[config.mk]
export PLATFORM = sky130hd
export DESIGN_NAME = i2c_master_sensor_read_step
export DESIGN_NICKNAME = d
export VERILOG_FILES = /design/src/hdl/i2cms_pkg.sv /design/src/hdl/i2cms_csr.sv /design/src/hdl/i2cms_core.sv /design/src/hdl/i2c_master_sensor_read_step.sv
export SDC_FILE = /design/constraint.sdc
export NUM_CORES = 1
export LEC_CHECK = 0
export BUFFER_PORTS_ARGS = -buffer_cell sky130_fd_sc_hd__buf_2
export CAP_MARGIN = 15
export CORE_UTILIZATION = 45
export DETAILED_ROUTE_END_ITERATION = 16
export GPL_TIMING_DRIVEN = 0
export HOLD_SLACK_MARGIN = 0.03
export PLACE_DENSITY = 0.67
export SLEW_MARGIN = 30
export SYNTH_ARGS = -nofsm -noshare
export SYNTH_HDL_FRONTEND = slang
export SYNTH_HIERARCHICAL = 1
export SYNTH_SLANG_ARGS = --single-unit
export TNS_END_PERCENT = 10
[constraint.sdc]
create_clock -name clock -period 6.3 [get_ports clock]
set_input_delay 0 -clock clock [delete_from_list [all_inputs] [get_ports clock]]
set_output_delay 0 -clock clock [all_outputs]
set_load 0.01 [all_outputs]
[src/hdl/i2cms_pkg.sv]
// Package for the I2C master sensor read step block.
// Holds the request, result and configuration types, codes and slot helpers.
// No dependencies.
package i2cms_pkg;

   localparam int NUM_SLOTS         = 8;
   localparam int BYTES_PER_REG_DEF = 2;
   localparam int SLOT_IDX_W        = $clog2(NUM_SLOTS);
   localparam int CSR_ADDR_W        = 4;
   localparam int CSR_DATA_W        = 32;

   typedef enum logic [1:0] {
      ACT_NONE = 2'd0,
      ACT_SEND = 2'd1,
      ACT_STOP = 2'd2
   } bus_action_type;

   typedef enum logic {
      REQ_START = 1'b0,
      REQ_EVENT = 1'b1
   } req_kind_type;

   typedef enum logic [1:0] {
      CSR_REG_POINTER     = 2'd0,
      CSR_TRANSFER_LENGTH = 2'd1,
      CSR_WRITE_WORD      = 2'd2
   } csr_index_type;

   localparam logic [SLOT_IDX_W-1:0] SLOT_VOLT  = SLOT_IDX_W'(2);
   localparam logic [SLOT_IDX_W-1:0] SLOT_POWER = SLOT_IDX_W'(3);
   localparam logic [SLOT_IDX_W-1:0] SLOT_ID    = SLOT_IDX_W'(6);
   localparam logic [SLOT_IDX_W-1:0] SLOT_TEMP  = SLOT_IDX_W'(7);
   localparam logic [7:0]            PTR_ID     = 8'd255;
   localparam logic [7:0]            PTR_LAST   = 8'd5;

   typedef struct packed {
      logic [7:0]  reg_pointer;
      logic [1:0]  transfer_length;
      logic [15:0] write_word;
   } cfg_type;

   typedef struct packed {
      req_kind_type req_type;
      logic         arb_lost;
      logic         bus_error;
      logic         rx_nack;
      logic         write_ready;
      logic         read_ready;
      logic [7:0]   rx_byte;
   } req_item_type;

   typedef struct packed {
      bus_action_type         bus_action;
      logic [7:0]             tx_byte;
      logic                   clear_arb_flag;
      logic                   slot_written;
      logic [SLOT_IDX_W-1:0]  slot_index;
      logic [15:0]            slot_value;
   } rsp_item_type;

   function automatic logic [SLOT_IDX_W-1:0] pick_slot(input logic [7:0] ptr);
      logic [SLOT_IDX_W-1:0] s;
      if (ptr <= PTR_LAST) begin
         s = ptr[SLOT_IDX_W-1:0];
      end else if (ptr == PTR_ID) begin
         s = SLOT_ID;
      end else begin
         s = SLOT_TEMP;
      end
      return s;
   endfunction

endpackage

[src/hdl/i2cms_csr.sv]
// Configuration registers of the I2C master sensor read step block.
// APB-style write and read access; depends on i2cms_pkg.
module i2cms_csr
   import i2cms_pkg::*;
(
   input  logic                  clock,
   input  logic                  reset,
   input  logic                  psel,
   input  logic                  penable,
   input  logic                  pwrite,
   input  logic [CSR_ADDR_W-1:0] paddr,
   input  logic [CSR_DATA_W-1:0] pwdata,
   output logic [CSR_DATA_W-1:0] prdata,
   output logic                  pready,
   output cfg_type               cfg
);

   cfg_type       cfg_ff;
   cfg_type       cfg_in;
   csr_index_type index;
   logic          wr_en;

   assign pready = 1'b1;
   assign index  = csr_index_type'(paddr[3:2]);
   assign wr_en  = psel && penable && pwrite && pready;

   always_comb begin
      cfg_in = cfg_ff;
      if (wr_en) begin
         case (index)
            CSR_REG_POINTER:     cfg_in.reg_pointer     = pwdata[7:0];
            CSR_TRANSFER_LENGTH: cfg_in.transfer_length = pwdata[1:0];
            CSR_WRITE_WORD:      cfg_in.write_word      = pwdata[15:0];
            default:             cfg_in = cfg_ff;
         endcase
      end
   end

   always_comb begin
      case (index)
         CSR_REG_POINTER:     prdata = CSR_DATA_W'(cfg_ff.reg_pointer);
         CSR_TRANSFER_LENGTH: prdata = CSR_DATA_W'(cfg_ff.transfer_length);
         CSR_WRITE_WORD:      prdata = CSR_DATA_W'(cfg_ff.write_word);
         default:             prdata = '0;
      endcase
   end

   always_ff @(posedge clock) begin
      if (reset) begin
         cfg_ff.reg_pointer     <= 8'd0;
         cfg_ff.transfer_length <= 2'd2;
         cfg_ff.write_word      <= 16'd0;
      end else begin
         cfg_ff <= cfg_in;
      end
   end

   assign cfg = cfg_ff;

endmodule

[src/hdl/i2cms_core.sv]
// Event handling and transfer state of the I2C master sensor read step block.
// Holds the pointer flag, byte counter and sensor slots; depends on i2cms_pkg.
module i2cms_core
   import i2cms_pkg::*;
#(
   parameter int BYTES_PER_REG = BYTES_PER_REG_DEF
)
(
   input  logic         clock,
   input  logic         reset,
   input  logic         step,
   input  req_item_type item,
   input  cfg_type      cfg,
   output rsp_item_type result
);

   localparam logic [1:0] MAX_LEN    = 2'(BYTES_PER_REG);
   localparam logic [3:0] HIGH_SHIFT = 4'((BYTES_PER_REG - 1) * 8);

   logic        pointer_sent_ff, pointer_sent_in;
   logic [1:0]  byte_count_ff, byte_count_in;
   logic [15:0] slots_ff [NUM_SLOTS];
   logic [15:0] slots_in [NUM_SLOTS];

   logic [1:0]            len;
   logic [SLOT_IDX_W-1:0] sel;
   logic [3:0]            shift_amt;
   logic [15:0]           byte_mask;
   logic [15:0]           raw;
   logic [15:0]           filled;
   logic [15:0]           tx_word;
   logic [18:0]           power_x5;

   assign len       = (cfg.transfer_length > MAX_LEN) ? MAX_LEN : cfg.transfer_length;
   assign sel       = pick_slot(cfg.reg_pointer);
   assign shift_amt = 4'((BYTES_PER_REG - 1 - int'(byte_count_ff)) * 8);
   assign byte_mask = 16'h00ff << shift_amt;
   assign raw       = slots_ff[sel];
   assign filled    = (raw & ~byte_mask) | (16'(item.rx_byte) << shift_amt);
   assign tx_word   = cfg.write_word >> shift_amt;
   assign power_x5  = 19'(raw) * 19'd5;

   always_comb begin
      result          = '0;
      result.bus_action = ACT_NONE;
      pointer_sent_in = pointer_sent_ff;
      byte_count_in   = byte_count_ff;
      slots_in        = slots_ff;
      if (item.req_type == REQ_START) begin
         pointer_sent_in = 1'b0;
         byte_count_in   = 2'd0;
      end else if (item.arb_lost) begin
         result.clear_arb_flag = 1'b1;
         result.bus_action     = ACT_STOP;
      end else if (item.bus_error || item.rx_nack) begin
         result.bus_action   = ACT_STOP;
         slots_in[SLOT_TEMP] = slots_ff[SLOT_TEMP] & ~(16'h00ff << HIGH_SHIFT);
         result.slot_written = 1'b1;
         result.slot_index   = SLOT_TEMP;
         result.slot_value   = slots_in[SLOT_TEMP];
      end else if (item.write_ready) begin
         if (!pointer_sent_ff) begin
            result.bus_action = ACT_SEND;
            result.tx_byte    = cfg.reg_pointer;
            pointer_sent_in   = 1'b1;
         end else if (byte_count_ff < len && len != 2'd0) begin
            result.bus_action = ACT_SEND;
            result.tx_byte    = tx_word[7:0];
            byte_count_in     = byte_count_ff + 2'd1;
         end else begin
            result.bus_action = ACT_STOP;
         end
      end else if (item.read_ready) begin
         if (byte_count_ff < len) begin
            slots_in[sel]       = filled;
            byte_count_in       = byte_count_ff + 2'd1;
            result.slot_written = 1'b1;
            result.slot_index   = sel;
            result.slot_value   = filled;
         end else begin
            result.bus_action = ACT_STOP;
            // Voltage LSB is 1/8 of the raw count; power scales by 5/2.
            if (sel == SLOT_VOLT) begin
               slots_in[sel]       = raw >> 3;
               result.slot_written = 1'b1;
               result.slot_index   = sel;
               result.slot_value   = raw >> 3;
            end else if (sel == SLOT_POWER) begin
               slots_in[sel]       = power_x5[16:1];
               result.slot_written = 1'b1;
               result.slot_index   = sel;
               result.slot_value   = power_x5[16:1];
            end
         end
      end
   end

   always_ff @(posedge clock) begin
      if (reset) begin
         pointer_sent_ff <= 1'b0;
         byte_count_ff   <= 2'd0;
         slots_ff        <= '{default: '0};
      end else if (step) begin
         pointer_sent_ff <= pointer_sent_in;
         byte_count_ff   <= byte_count_in;
         slots_ff        <= slots_in;
      end
   end

endmodule

[src/hdl/i2c_master_sensor_read_step.sv]
// Top level of the I2C master sensor read step block.
// Request register, result register, CSR block and event core; depends on i2cms_pkg.
//
// Usage: each request is either a start (req_type 0), which clears the pointer
// flag and byte counter, or a bus event carrying the master status flags and the
// received byte. Every request produces exactly one result on the rsp_ channel:
// the bus action, the byte to send, the arbitration clear flag and the sensor
// slot that changed. A request is taken when req_valid is high and req_stall is
// low; a result is taken when rsp_valid is high and rsp_stall is low.
// A request passes through the request register, then the event logic loads the
// result register. Throughput is one request per cycle while the receiver does not
// stall; the slot and counter update for a request lands in the same cycle its
// result is registered, so the next request sees it at once. When the receiver
// stalls, the result register holds and the request register holds its request,
// and req_stall rises only while both are full. Synchronous reset clears the
// counters, all eight sensor slots and both valid flags, and returns the registers
// to pointer 0, length 2 and write word 0. The user must write registers over the
// APB-style port only while no request is in flight; the block does not enforce it.
module i2c_master_sensor_read_step
   import i2cms_pkg::*;
#(
   parameter int BYTES_PER_REG = BYTES_PER_REG_DEF
)
(
   input  logic                  clock,
   input  logic                  reset,
   input  logic                  req_valid,
   output logic                  req_stall,
   input  logic                  req_type,
   input  logic                  req_arb_lost,
   input  logic                  req_bus_error,
   input  logic                  req_rx_nack,
   input  logic                  req_write_ready,
   input  logic                  req_read_ready,
   input  logic [7:0]            req_rx_byte,
   output logic                  rsp_valid,
   input  logic                  rsp_stall,
   output logic [1:0]            rsp_bus_action,
   output logic [7:0]            rsp_tx_byte,
   output logic                  rsp_clear_arb_flag,
   output logic                  rsp_slot_written,
   output logic [SLOT_IDX_W-1:0] rsp_slot_index,
   output logic [15:0]           rsp_slot_value,
   input  logic                  psel,
   input  logic                  penable,
   input  logic                  pwrite,
   input  logic [CSR_ADDR_W-1:0] paddr,
   input  logic [CSR_DATA_W-1:0] pwdata,
   output logic [CSR_DATA_W-1:0] prdata,
   output logic                  pready
);

   cfg_type      cfg;
   req_item_type req_item_ff, req_item_in;
   logic         req_valid_ff;
   rsp_item_type rsp_item_ff, result;
   logic         rsp_valid_ff;
   logic         rsp_open;
   logic         step;

   assign rsp_open  = !rsp_valid_ff || !rsp_stall;
   assign step      = req_valid_ff && rsp_open;
   assign req_stall = req_valid_ff && !rsp_open;

   always_comb begin
      req_item_in.req_type    = req_kind_type'(req_type);
      req_item_in.arb_lost    = req_arb_lost;
      req_item_in.bus_error   = req_bus_error;
      req_item_in.rx_nack     = req_rx_nack;
      req_item_in.write_ready = req_write_ready;
      req_item_in.read_ready  = req_read_ready;
      req_item_in.rx_byte     = req_rx_byte;
   end

   i2cms_csr u_csr (
      .clock   (clock),
      .reset   (reset),
      .psel    (psel),
      .penable (penable),
      .pwrite  (pwrite),
      .paddr   (paddr),
      .pwdata  (pwdata),
      .prdata  (prdata),
      .pready  (pready),
      .cfg     (cfg)
   );

   i2cms_core #(
      .BYTES_PER_REG (BYTES_PER_REG)
   ) u_core (
      .clock  (clock),
      .reset  (reset),
      .step   (step),
      .item   (req_item_ff),
      .cfg    (cfg),
      .result (result)
   );

   always_ff @(posedge clock) begin
      if (reset) begin
         req_valid_ff <= 1'b0;
         rsp_valid_ff <= 1'b0;
      end else begin
         if (!req_stall) begin
            req_valid_ff <= req_valid;
         end
         if (rsp_open) begin
            rsp_valid_ff <= req_valid_ff;
         end
      end
   end

   always_ff @(posedge clock) begin
      if (req_valid && !req_stall) begin
         req_item_ff <= req_item_in;
      end
      if (step) begin
         rsp_item_ff <= result;
      end
   end

   assign rsp_valid          = rsp_valid_ff;
   assign rsp_bus_action     = rsp_item_ff.bus_action;
   assign rsp_tx_byte        = rsp_item_ff.tx_byte;
   assign rsp_clear_arb_flag = rsp_item_ff.clear_arb_flag;
   assign rsp_slot_written   = rsp_item_ff.slot_written;
   assign rsp_slot_index     = rsp_item_ff.slot_index;
   assign rsp_slot_value     = rsp_item_ff.slot_value;

endmodule
; ---- After elaboration in Yosys (flattened, before gate mapping)
; Index checks and enable logic that the tools add are counted.
[word_totals]
reg_bits = 204
in_bits = 57
out_inout_bits = 66
[op_classes]
n_addsub = 2
multipliers = 1
magnitude_cmp = 5
n_eq_ne = 13
shifts = 3
mux = 45
bitwise_logic = 9
n_reduce_logical = 29
[op_table]
columns = operator, n
row1 = $bwmux 128, 3
row2 = $mux 128, 3
row3 = $mux 20, 6
row4 = $mux 16, 6
row5 = $bmux 16 s3, 1
row6 = $demux 16 s3, 1
row7 = $pmux 16 s3, 1
row8 = $mux 2, 15
row9 = $mul 16x3->17 const B, 1
row10 = $and 16x16->16, 1
row11 = $not 16->16, 1
row12 = $or 16x16->16, 1
row13 = $shl 8x4->16, 1
row14 = $shl 8x4->16 const A, 1
row15 = $shr 16x4->8, 1
row16 = $reduce_and 7->1, 2
row17 = $mux 10, 1
row18 = $ne 3x2->1 const B, 3
row19 = $eq 8x8->1 const B, 1
row20 = $le 8x3->1 const B, 1
row21 = $mux 8, 1
row22 = $logic_and 1x1->1, 7
row23 = $eq 3x2->1 const B, 2
row24 = $mux 1, 6
row25 = other kinds (27), 40

; ---- Longest topological paths before layout
; Gate-level depths: netlist of run 1.
[logic_depth]
word_depth = 15
depth_mapped = 20
mapped_depth_nobuf = 17

; ---- Hierarchy
; Netlist of run 1, hierarchy kept.
[modules_own_cells]
columns = mod, n_inst, cells_per_inst, area_each_um2
row1 = i2cms_core, 1, 1058, 8094.0
row2 = i2cms_csr, 1, 155, 1450.1
row3 = i2c_master_sensor_read_step, 1, 55, 1437.6

; ---- Worst setup path after synthesis of run 1
; Ideal clock, no wire load.
[synth_path]
path_type = register -> register
from = register req_valid_ff
to = register u_core/slots_ff[108] in the netlist's numbering
setup_time_ns = 0.132
arrival_ns = 4.589
slack_ns = 1.579
stages_incl_launch_ff = 6
synth_period_minus_slack_ns = 4.721
path_cell_list = dfxtp_1 a21boi_0 nand3_4 nor4_4 clkbuf_1 o22ai_1
[synth_between]
elab_chain_len = 2
[synth_rtl]
columns = element, line_no
row1 = "start, declared", i2c_master_sensor_read_step.sv:55  ; logic req_valid_ff;
row2 = "start signal, assigned", i2c_master_sensor_read_step.sv:105  ; req_valid_ff <= req_valid;
row3 = $logic_and 1x1->1, i2c_master_sensor_read_step.sv:62  ; assign step = req_valid_ff && rsp_open;
row4 = net step, i2c_master_sensor_read_step.sv:59  ; logic step;
row5 = $reduce_and 7->1 (no line), -
row6 = "end signal, assigned", i2cms_core.sv:106  ; slots_ff <= slots_in;
row7 = "end, declared", i2cms_core.sv:22  ; logic [15:0] slots_ff [NUM_SLOTS];
; The timed path passes the listed nets, and every way through them passes these cells.
; A chain may end at the register's enable or synchronous reset.

; ---- Final worst setup path of run 1
[layout_path]
from = register u_csr.cfg_ff (netlist bit u_csr/cfg[20])
to = register rsp_item_ff (netlist bit rsp_slot_value[15]) (data pin)
[layout_between]
elab_chain_len = 11
[layout_rtl]
columns = element, line_no
row1 = "start, declared", i2cms_csr.sv:18  ; cfg_type cfg_ff;
row2 = "start signal, assigned", i2cms_csr.sv:54  ; cfg_ff <= cfg_in;
row3 = "parallel branches: the longest is 2 deep, another holds $le 8x3->1", -
row4 = $mux 3 (*), i2cms_pkg.sv:63  ; if (ptr <= PTR_LAST) begin
row5 = $not 3->4 (not written as such), i2cms_core.sv:38  ; assign raw = slots_ff[sel];
row6 = $bmux 16 s3, i2cms_core.sv:38
row7 = $mux 16 (not written as such) (2 in series), i2cms_core.sv:38
row8 = $mul 16x3->17, i2cms_core.sv:41  ; assign power_x5 = 19'(raw) * 19'd5;
row9 = $mux 20, i2cms_core.sv:88  ; end else if (sel == SLOT_POWER) begin
row10 = $mux 20, i2cms_core.sv:83  ; if (sel == SLOT_VOLT) begin
row11 = $mux 20 (*), i2cms_core.sv:74  ; if (byte_count_ff < len) begin
row12 = "end signal, assigned", i2c_master_sensor_read_step.sv:118  ; rsp_item_ff <= result;
row13 = "end, declared", i2c_master_sensor_read_step.sv:56  ; rsp_item_type rsp_item_ff, result;
; Every way passes the cells marked *. The select of a mux whose other input is x is not followed.

==> reports/qor.yml, run 1 <==
timing:
  worstMarginPinSlew_ns: 1.02
  fin_crit_ns: 5.98
  hold_violations: 0
  timing.hold.ws_ns: 0.0573
  maxSlewViolCount: 0
  finalSetupViolCount: 0
  layout_setup_ws_ns: 0.317
  fmax_mhz: 167
  period_share_pct: 95.0
  max_slew_margin_pct: 31.7
  setup_tns_ns: 0
  finalClockSkew_ns: 0.0188
  rsz0062_at_grt: "false"
power:
  combPwrFrac_pct: 13.2
  power.density_mw_per_mm2: 241
  p_sw_share_pct: 27.2
  ir_drop_mv: 0.189
  internal_power_mw: 2.31
  seqPwrFrac_pct: 43.0
  p_clk_share_pct: 43.8
  p_total_mw: 3.17
  power.leakage_nw: 5.00
  p_sw_uw: 865
synth:
  yosys-top-cells-count: "dfxtp_1 (159), nor2_1 (136), nand2_1 (129)"
  synth_seq_cells: 204
  synth_ff_type: "dfxtp_1"
  yosysWarnings: 6
  ys_top_cells_by_area: "dfxtp_1 (29%), edfxtp_1 (12%), a211oi_1 (6.2%)"
  yosysMostFrequentCell: "dfxtp_1"
  synth.mux.area_fraction_pct: 4.98
  syn_inst: 1268
  synthArstFlopShare_pct: 0
  synth-edff-count: 45
  syn_area_sq_mm: 0.0110
  yosys.area_share.adder_pct: 2.57
  synth_top_area_share_pct: 29.0
  ys_types: 84
  seq_area_frac_synth_pct: 41.3
  synth_compound_area_share_pct: 20.6
  yosys.area_share.simple_pct: 23.4
  synth_top_family_by_area: "simple AND/OR/NAND/NOR gates"
  postSynthAreaPerCell_sq_um: 8.66
  yosys.area.top_type: "dfxtp_1"
  yosys.area_share.xor_xnor_pct: 1.28
worst_setup_path:
  worstSetupPathType: "reg -> reg"
  worstPathRequired_ns: 6.65
  endpoint_kind: "flip-flop"
  cp_max_fo: 10
  cp_num_buf_inv: 2
  worstPathArrival_ns: 6.33
  startpoint: "u_csr/cfg[20]"
  critPathTopFamily: "compound AO/OA/AOI/OAI gates"
  cp_common_cell: "a21oi_1"
  rr_startpoint: "u_csr/cfg[20]"
  crit_path_start_kind: "flip-flop"
  crit_path_cell_trace: "nor4_2 > nand2_2 > clkbuf_1 > a211oi_1 > a311oi_1 > a31o_2 > xnor2_1 > inv_1 > ha_1 > a21oi_1 > o221ai_1 > a211oi_1 > o21bai_1 > a21oi_1 > xor2_1 > nand3_1 > a21oi_1"
  slowest_delay_ns: 0.93
  crit_slowest_cell: "nor4_2"
route:
  drt_iter0_markers: 1306
  topRoutingLayerUsed: "met5"
  vias: 10881
  met1Wirelength_microns: 17200
  wirelength_microns: 43200
  wl_per_cell_microns: 24.3
  first_pass_iters: 6
  route.detailed.drc: 0
  drtAntennaViolNets: 0
  wl_met2_microns: 19200
  drt-vias-per-instance: 6.12
  wl_met3_microns: 4250
die:
  core.rowCount: 56
  core_area_sq_mm: 0.0237
  dieArea_sq_mm: 0.0250
  die_x_microns: 158
  fp.dieH_microns: 158
  ios: 123
  start_util_pct: 46.4
placement:
  port_buffers: 87
  dp_hpwl_microns: 31000
  placed_cells: 1691
  gp_congestion: 1.02
  pre_cts_slack_ns: 0.669
  postPlaceCellArea_sq_mm: 0.0119
clocking:
  postCtsHoldBufs: 44
  cts_setup_buffers: 0
  clock_sinks: 204
  tritoncts: "yes"
  path_clk_slew_ns: 0.06
  clk_latency_ns: 0.54
  cts-resized-gates: 0
  clock_path_buffers: 3
  cts_htree_levels: 1
  numCtsBuffers: 24
  cts_root_buffer: "clkbuf_16"
layout:
  stdcell_area_sq_mm: 0.0131
  antenna_cells: 0
  syn2layout_area_growth_pct: 19.7
  final_nets: 1521
  layout-drive-gt1-share_pct: 16.9
  nFillCells: 2203
  utilization_pct: 55.5
  fin_cells: 1778
global_route:
  first_global_vias: 10237
  antenna_found_initial: 1
  grt_pass1_wl_microns: 63600
  grt_overflow: 0
  grt_usage_pct: 34.9
  grt_max_degree: 17
job:
  cap_violations: 0
hold_path:
  hp-class: "in -> reg"
  min_from: "reset"
outcome:
  status: "completed"
-- worst reg2reg max path: cells and delay by family (launching register included) --
family | cells | cell delay [ns]
AOI/OAI and AO/OA | 9 | 2.59
xor gates and xnor gates | 2 | 0.54
adders and majority gates | 1 | 0.27
buffers and inverters | 2 | 0.54
DFF | 1 | 0.43
and+or+nand+nor | 3 | 1.42
-- cells by family after synthesis --
logic type               count (synthesis)
AO/OA/AOI/OAI                          324
XOR/XNOR                                16
adder cells (fa/ha/maj)                 22
buffers and inverters                  124
flip-flops                             204
multiplexers                            54
other                                    2
AND/OR/NAND/NOR                        522
-- sequential cells by signal, indices dropped and copies added (netlist names) --
| name | count |
|---|---|
| u_core/pointer_sent_ff | 1 |
| rsp_clear_arb_flag | 1 |
| req_valid_ff | 1 |
| u_csr/cfg | 26 |
| u_core/byte_count_ff | 2 |
| rsp_slot_value | 16 |
| req_item_ff | 14 |
| rsp_bus_action | 2 |
| rsp_slot_written | 1 |
| u_core/slots_ff | 128 |
| rsp_slot_index | 3 |
| rsp_valid | 1 |
| rsp_tx_byte | 8 |
-- layout make-up --
type | count | area [sq um] | area share (%)
well taps | 319 | 399 | 3.04
clock buffers | 34 | 673 | 5.12
flip-flops and latches | 204 | 4530 | 34.5
plain buffers | 109 | 589 | 4.48
clock inverters | 9 | 95.1 | 0.723
repair buffers | 133 | 918 | 6.99
multi-input cells | 955 | 5880 | 44.7
inverters | 15 | 56.3 | 0.428
-- power by group through the flow --
| stage | sequential (mW) | clock, mW | combinational (mW) |
|---|---|---|---|
| finish | 1.36 | 1.39 | 0.420 |
| global route | 1.37 | 1.44 | 0.436 |
| CTS | 1.36 | 1.40 | 0.403 |
| detailed placement | 1.39 | 0 | 0.382 |
| global placement | 1.39 | 0 | 0.376 |
| floorplan | 1.39 | 0 | 0.227 |
-- cells in the final DEF, fill, tap and decap left out, types with 12 or more instances in the layout --
cell	synthesis	final
nor3_1	20	19
nand4_1	12	12
nand2b_1	51	51
mux2i_1	49	49
conb_1	2	17
and3_1	21	21
nand2_1	129	129
edfxtp_1	45	45
dlygate4sd3_1	0	44
inv_1	15	15
o211ai_1	14	14
a21oi_1	55	54
buf_2	30	117
clkbuf_16	0	25
nor2_1	136	135
ha_1	21	21
clkbuf_1	45	52
buf_4	23	23
a211oi_1	90	90
and2_1	16	16
o21ai_1	16	16
o21ai_0	52	52
nand3_1	85	85
dfxtp_1	159	159
-- routing by layer --
layer,up-vias,GRT usage (%)
li1,4915,-
met1,5155,45.4
met2,651,55.2
met3,158,6.02
met4,2,18.3
met5,-,0
-- final timing paths --
check	slack (ns)	to	depth (start not counted)
worst max-delay path	0.32	rsp_slot_value[15]	17
worst min-delay path	0.06	u_csr/cfg[18]	3
worst max register to register	0.32	rsp_slot_value[15]	17
worst min register to register	0.45	u_core/slots_ff[8]	2
Power figures use the tool's default switching activity.
==> inputs of run 2 (changes only) <==
--- a/config.mk
+++ b/config.mk
@@ -12,6 +12,7 @@
 export GPL_TIMING_DRIVEN = 0
 export HOLD_SLACK_MARGIN = 0.03
 export PLACE_DENSITY = 0.67
+export RECOVER_POWER = 100
 export SLEW_MARGIN = 30
 export SYNTH_ARGS = -nofsm -noshare
 export SYNTH_HDL_FRONTEND = slang
==> constraint.sdc (replaced) <==
create_clock -name clock -period 6.3 [get_ports clock]
set_input_delay 1.26 -clock clock [delete_from_list [all_inputs] [get_ports clock]]
set_output_delay 1.26 -clock clock [all_outputs]
set_load 0.01 [all_outputs]
==> run 2 against run 1 <==
Net effect: the run now ends with capacitance limit, slew limit left; design area down 5.5%; clock-buffer cell count unchanged; register-to-register slack worse by 0.06 ns; global-route usage down 0.56 points; sequential power about the same; core utilization down 3.0 points; via count down 1.4%; total power down 1.3%; first-iteration DRC count down 2.0%; sequential cell count unchanged; fmax down 0.94%; die area unchanged; critical path type unchanged; largest power group unchanged.
==> reports/qor.yml, run 2 (synthesized netlist as in run 1, its figures left out) <==
timing:
  fin_crit_ns: 6.04
  period_share_pct: 95.9
  max_slew_margin_pct: -17.2
  hold_violations: 0
  finalClockSkew_ns: 0.0160
  worstMarginPinSlew_ns: 1.74
  maxSlewViolCount: 21
  rsz0062_at_grt: "false"
  fmax_mhz: 166
  setup_tns_ns: 0
  finalSetupViolCount: 0
die:
  start_util_pct: 46.4
  core.rowCount: 56
  core_area_sq_mm: 0.0237
  fp.dieH_microns: 158
  die_x_microns: 158
  ios: 123
  dieArea_sq_mm: 0.0250
route:
  vias: 10730
  wirelength_microns: 42500
  wl_per_cell_microns: 24.5
  first_pass_iters: 5
  drtAntennaViolNets: 0
  drt_iter0_markers: 1280
  drt-vias-per-instance: 6.19
  route.detailed.drc: 0
worst_setup_path:
  cp_num_buf_inv: 2
  crit_path_cell_trace: "nor4_2 > nand2_2 > clkbuf_1 > a211oi_1 > a311oi_1 > a31o_1 > xnor2_1 > inv_1 > ha_1 > a21oi_1 > o221ai_1 > a211oi_1 > o21bai_1 > a21oi_1 > xor2_1 > nand3_1 > a21oi_1"
  cp_common_cell: "a21oi_1"
  endpoint_kind: "flip-flop"
  slowest_delay_ns: 0.94
  worstSetupPathType: "reg -> reg"
  worstPathRequired_ns: 6.65
  ff2ff_path_depth: 17
  crit_slowest_cell: "nor4_2"
  worstPathArrival_ns: 6.39
  crit_path_start_kind: "flip-flop"
  critPathTopFamily: "compound AO/OA/AOI/OAI gates"
  cp_max_fo: 10
  cp.depth: 17
layout:
  final_cell_mix: "dfxtp_1 (159), nor2_1 (138), nand2_1 (130), clkbuf_1 (121), a211oi_1 (96)"
  fin_cells: 1734
  final_nets: 1477
  final_common_cell: "dfxtp_1"
  largest_register: "u_core/slots_ff"
  syn2layout_area_growth_pct: 13.2
  antenna_cells: 0
  largest_reg_flops: 128
  layout-drive-gt1-share_pct: 10.7
power:
  p_clk_share_pct: 44.2
  internal_power_mw: 2.28
  p_sw_uw: 849
  ir_drop_mv: 0.188
  combPwrFrac_pct: 12.3
  power.density_mw_per_mm2: 252
  power.leakage_nw: 4.54
  p_sw_share_pct: 27.1
  seqPwrFrac_pct: 43.5
global_route:
  grt_overflow: 0
  grt_max_degree: 17
  grt_pass1_wl_microns: 62600
  grt_usage_pct: 34.3
  first_global_vias: 10031
  antenna_found_initial: 1
clocking:
  numCtsBuffers: 24
  clk_latency_ns: 0.54
  clock_path_buffers: 3
  cts-resized-gates: 0
  cts_setup_buffers: 0
  tritoncts: "yes"
  postCtsHoldBufs: 0
  cts_root_buffer: "clkbuf_16"
  clock_sinks: 204
  path_clk_slew_ns: 0.06
  cts_htree_levels: 1
placement:
  placed_cells: 1691
  dp_hpwl_microns: 31000
  port_buffers: 87
  gp_congestion: 1.02
outcome:
  violations: "capacitance limit, slew limit"
  status: "finished, violations left"
job:
  cap_violations: 2
hold_path:
  whs_path_depth: 2
  hp-class: "reg -> reg"
run 2: cell count changes in the layout (fill, tap and decap cells not counted), moves of 4 or more:
cell           change
clkbuf_1          +69
buf_2             -60
dlygate4sd3_1     -44
o21ai_0           +12
o21ai_1           -11
a211oi_1           +6
a211oi_2           -6
nor4_1             +4
run 2: path summary, 6_finish.rpt:
kind | start | endpoint | slack, ns
max | u_csr/cfg[20] | rsp_slot_value[15] | 0.26
min | u_core/slots_ff[12] | u_core/slots_ff[12] | 0.45
max reg2reg | u_csr/cfg[20] | rsp_slot_value[15] | 0.26
min reg2reg | u_core/slots_ff[12] | u_core/slots_ff[12] | 0.45
run 2: area by class of cell:
class                      instances  area [sq um]
clock inverter                     9          95.1
fill                            2339         11300
tap                              319           399
multi-input combinational        955          5740
inverter                          15          56.3
buffer                           109           544
sequential                       204          4530
timing repair buffer              89           383
clock buffer                      34           673
run 2: tightest hold or removal path: cells and delay by family (launching register included):
family,cells,cell delay [ns]
AO/OA/AOI/OAI,1,0.05
AND/OR/NAND/NOR,1,0.05
flip-flops,1,0.31
run 2: metrics by stage:
stage	total power, mW	setup slack [ns]	instance area [sq um]	utilization [%]	hold slack, ns
2_1_floorplan	1.62	0.673	11000	-	0.425
3_3_place_gp	1.77	-1.71	11900	50.1	0.436
3_5_place_dp	1.77	0.669	11900	50.4	0.443
4_1_cts	3.14	0.630	12700	53.6	0.452
5_1_grt	3.21	0.0950	12400	52.5	0.476
6_report	3.13	0.260	12400	52.5	0.454
run 2: layer usage:
| layer | wire length [microns] | global-route usage [%] | vias up |
|---|---|---|---|
| li1 | - | - | 4828 |
| met3 | 4190 | 6.02 | 160 |
| met4 | 2430 | 18.3 | 2 |
| met1 | 17000 | 45.0 | 5127 |
| met2 | 18900 | 53.6 | 613 |
| met5 | 15 | 0 | - |
run 2: power by group through the flow:
stage | clock (mW) | combinational [mW] | sequential, mW
3_3_place_gp | 0 | 0.376 | 1.39
3_5_place_dp | 0 | 0.382 | 1.39
4_1_cts | 1.40 | 0.384 | 1.36
5_1_grt | 1.44 | 0.399 | 1.37
2_1_floorplan | 0 | 0.227 | 1.39
6_report | 1.39 | 0.385 | 1.36
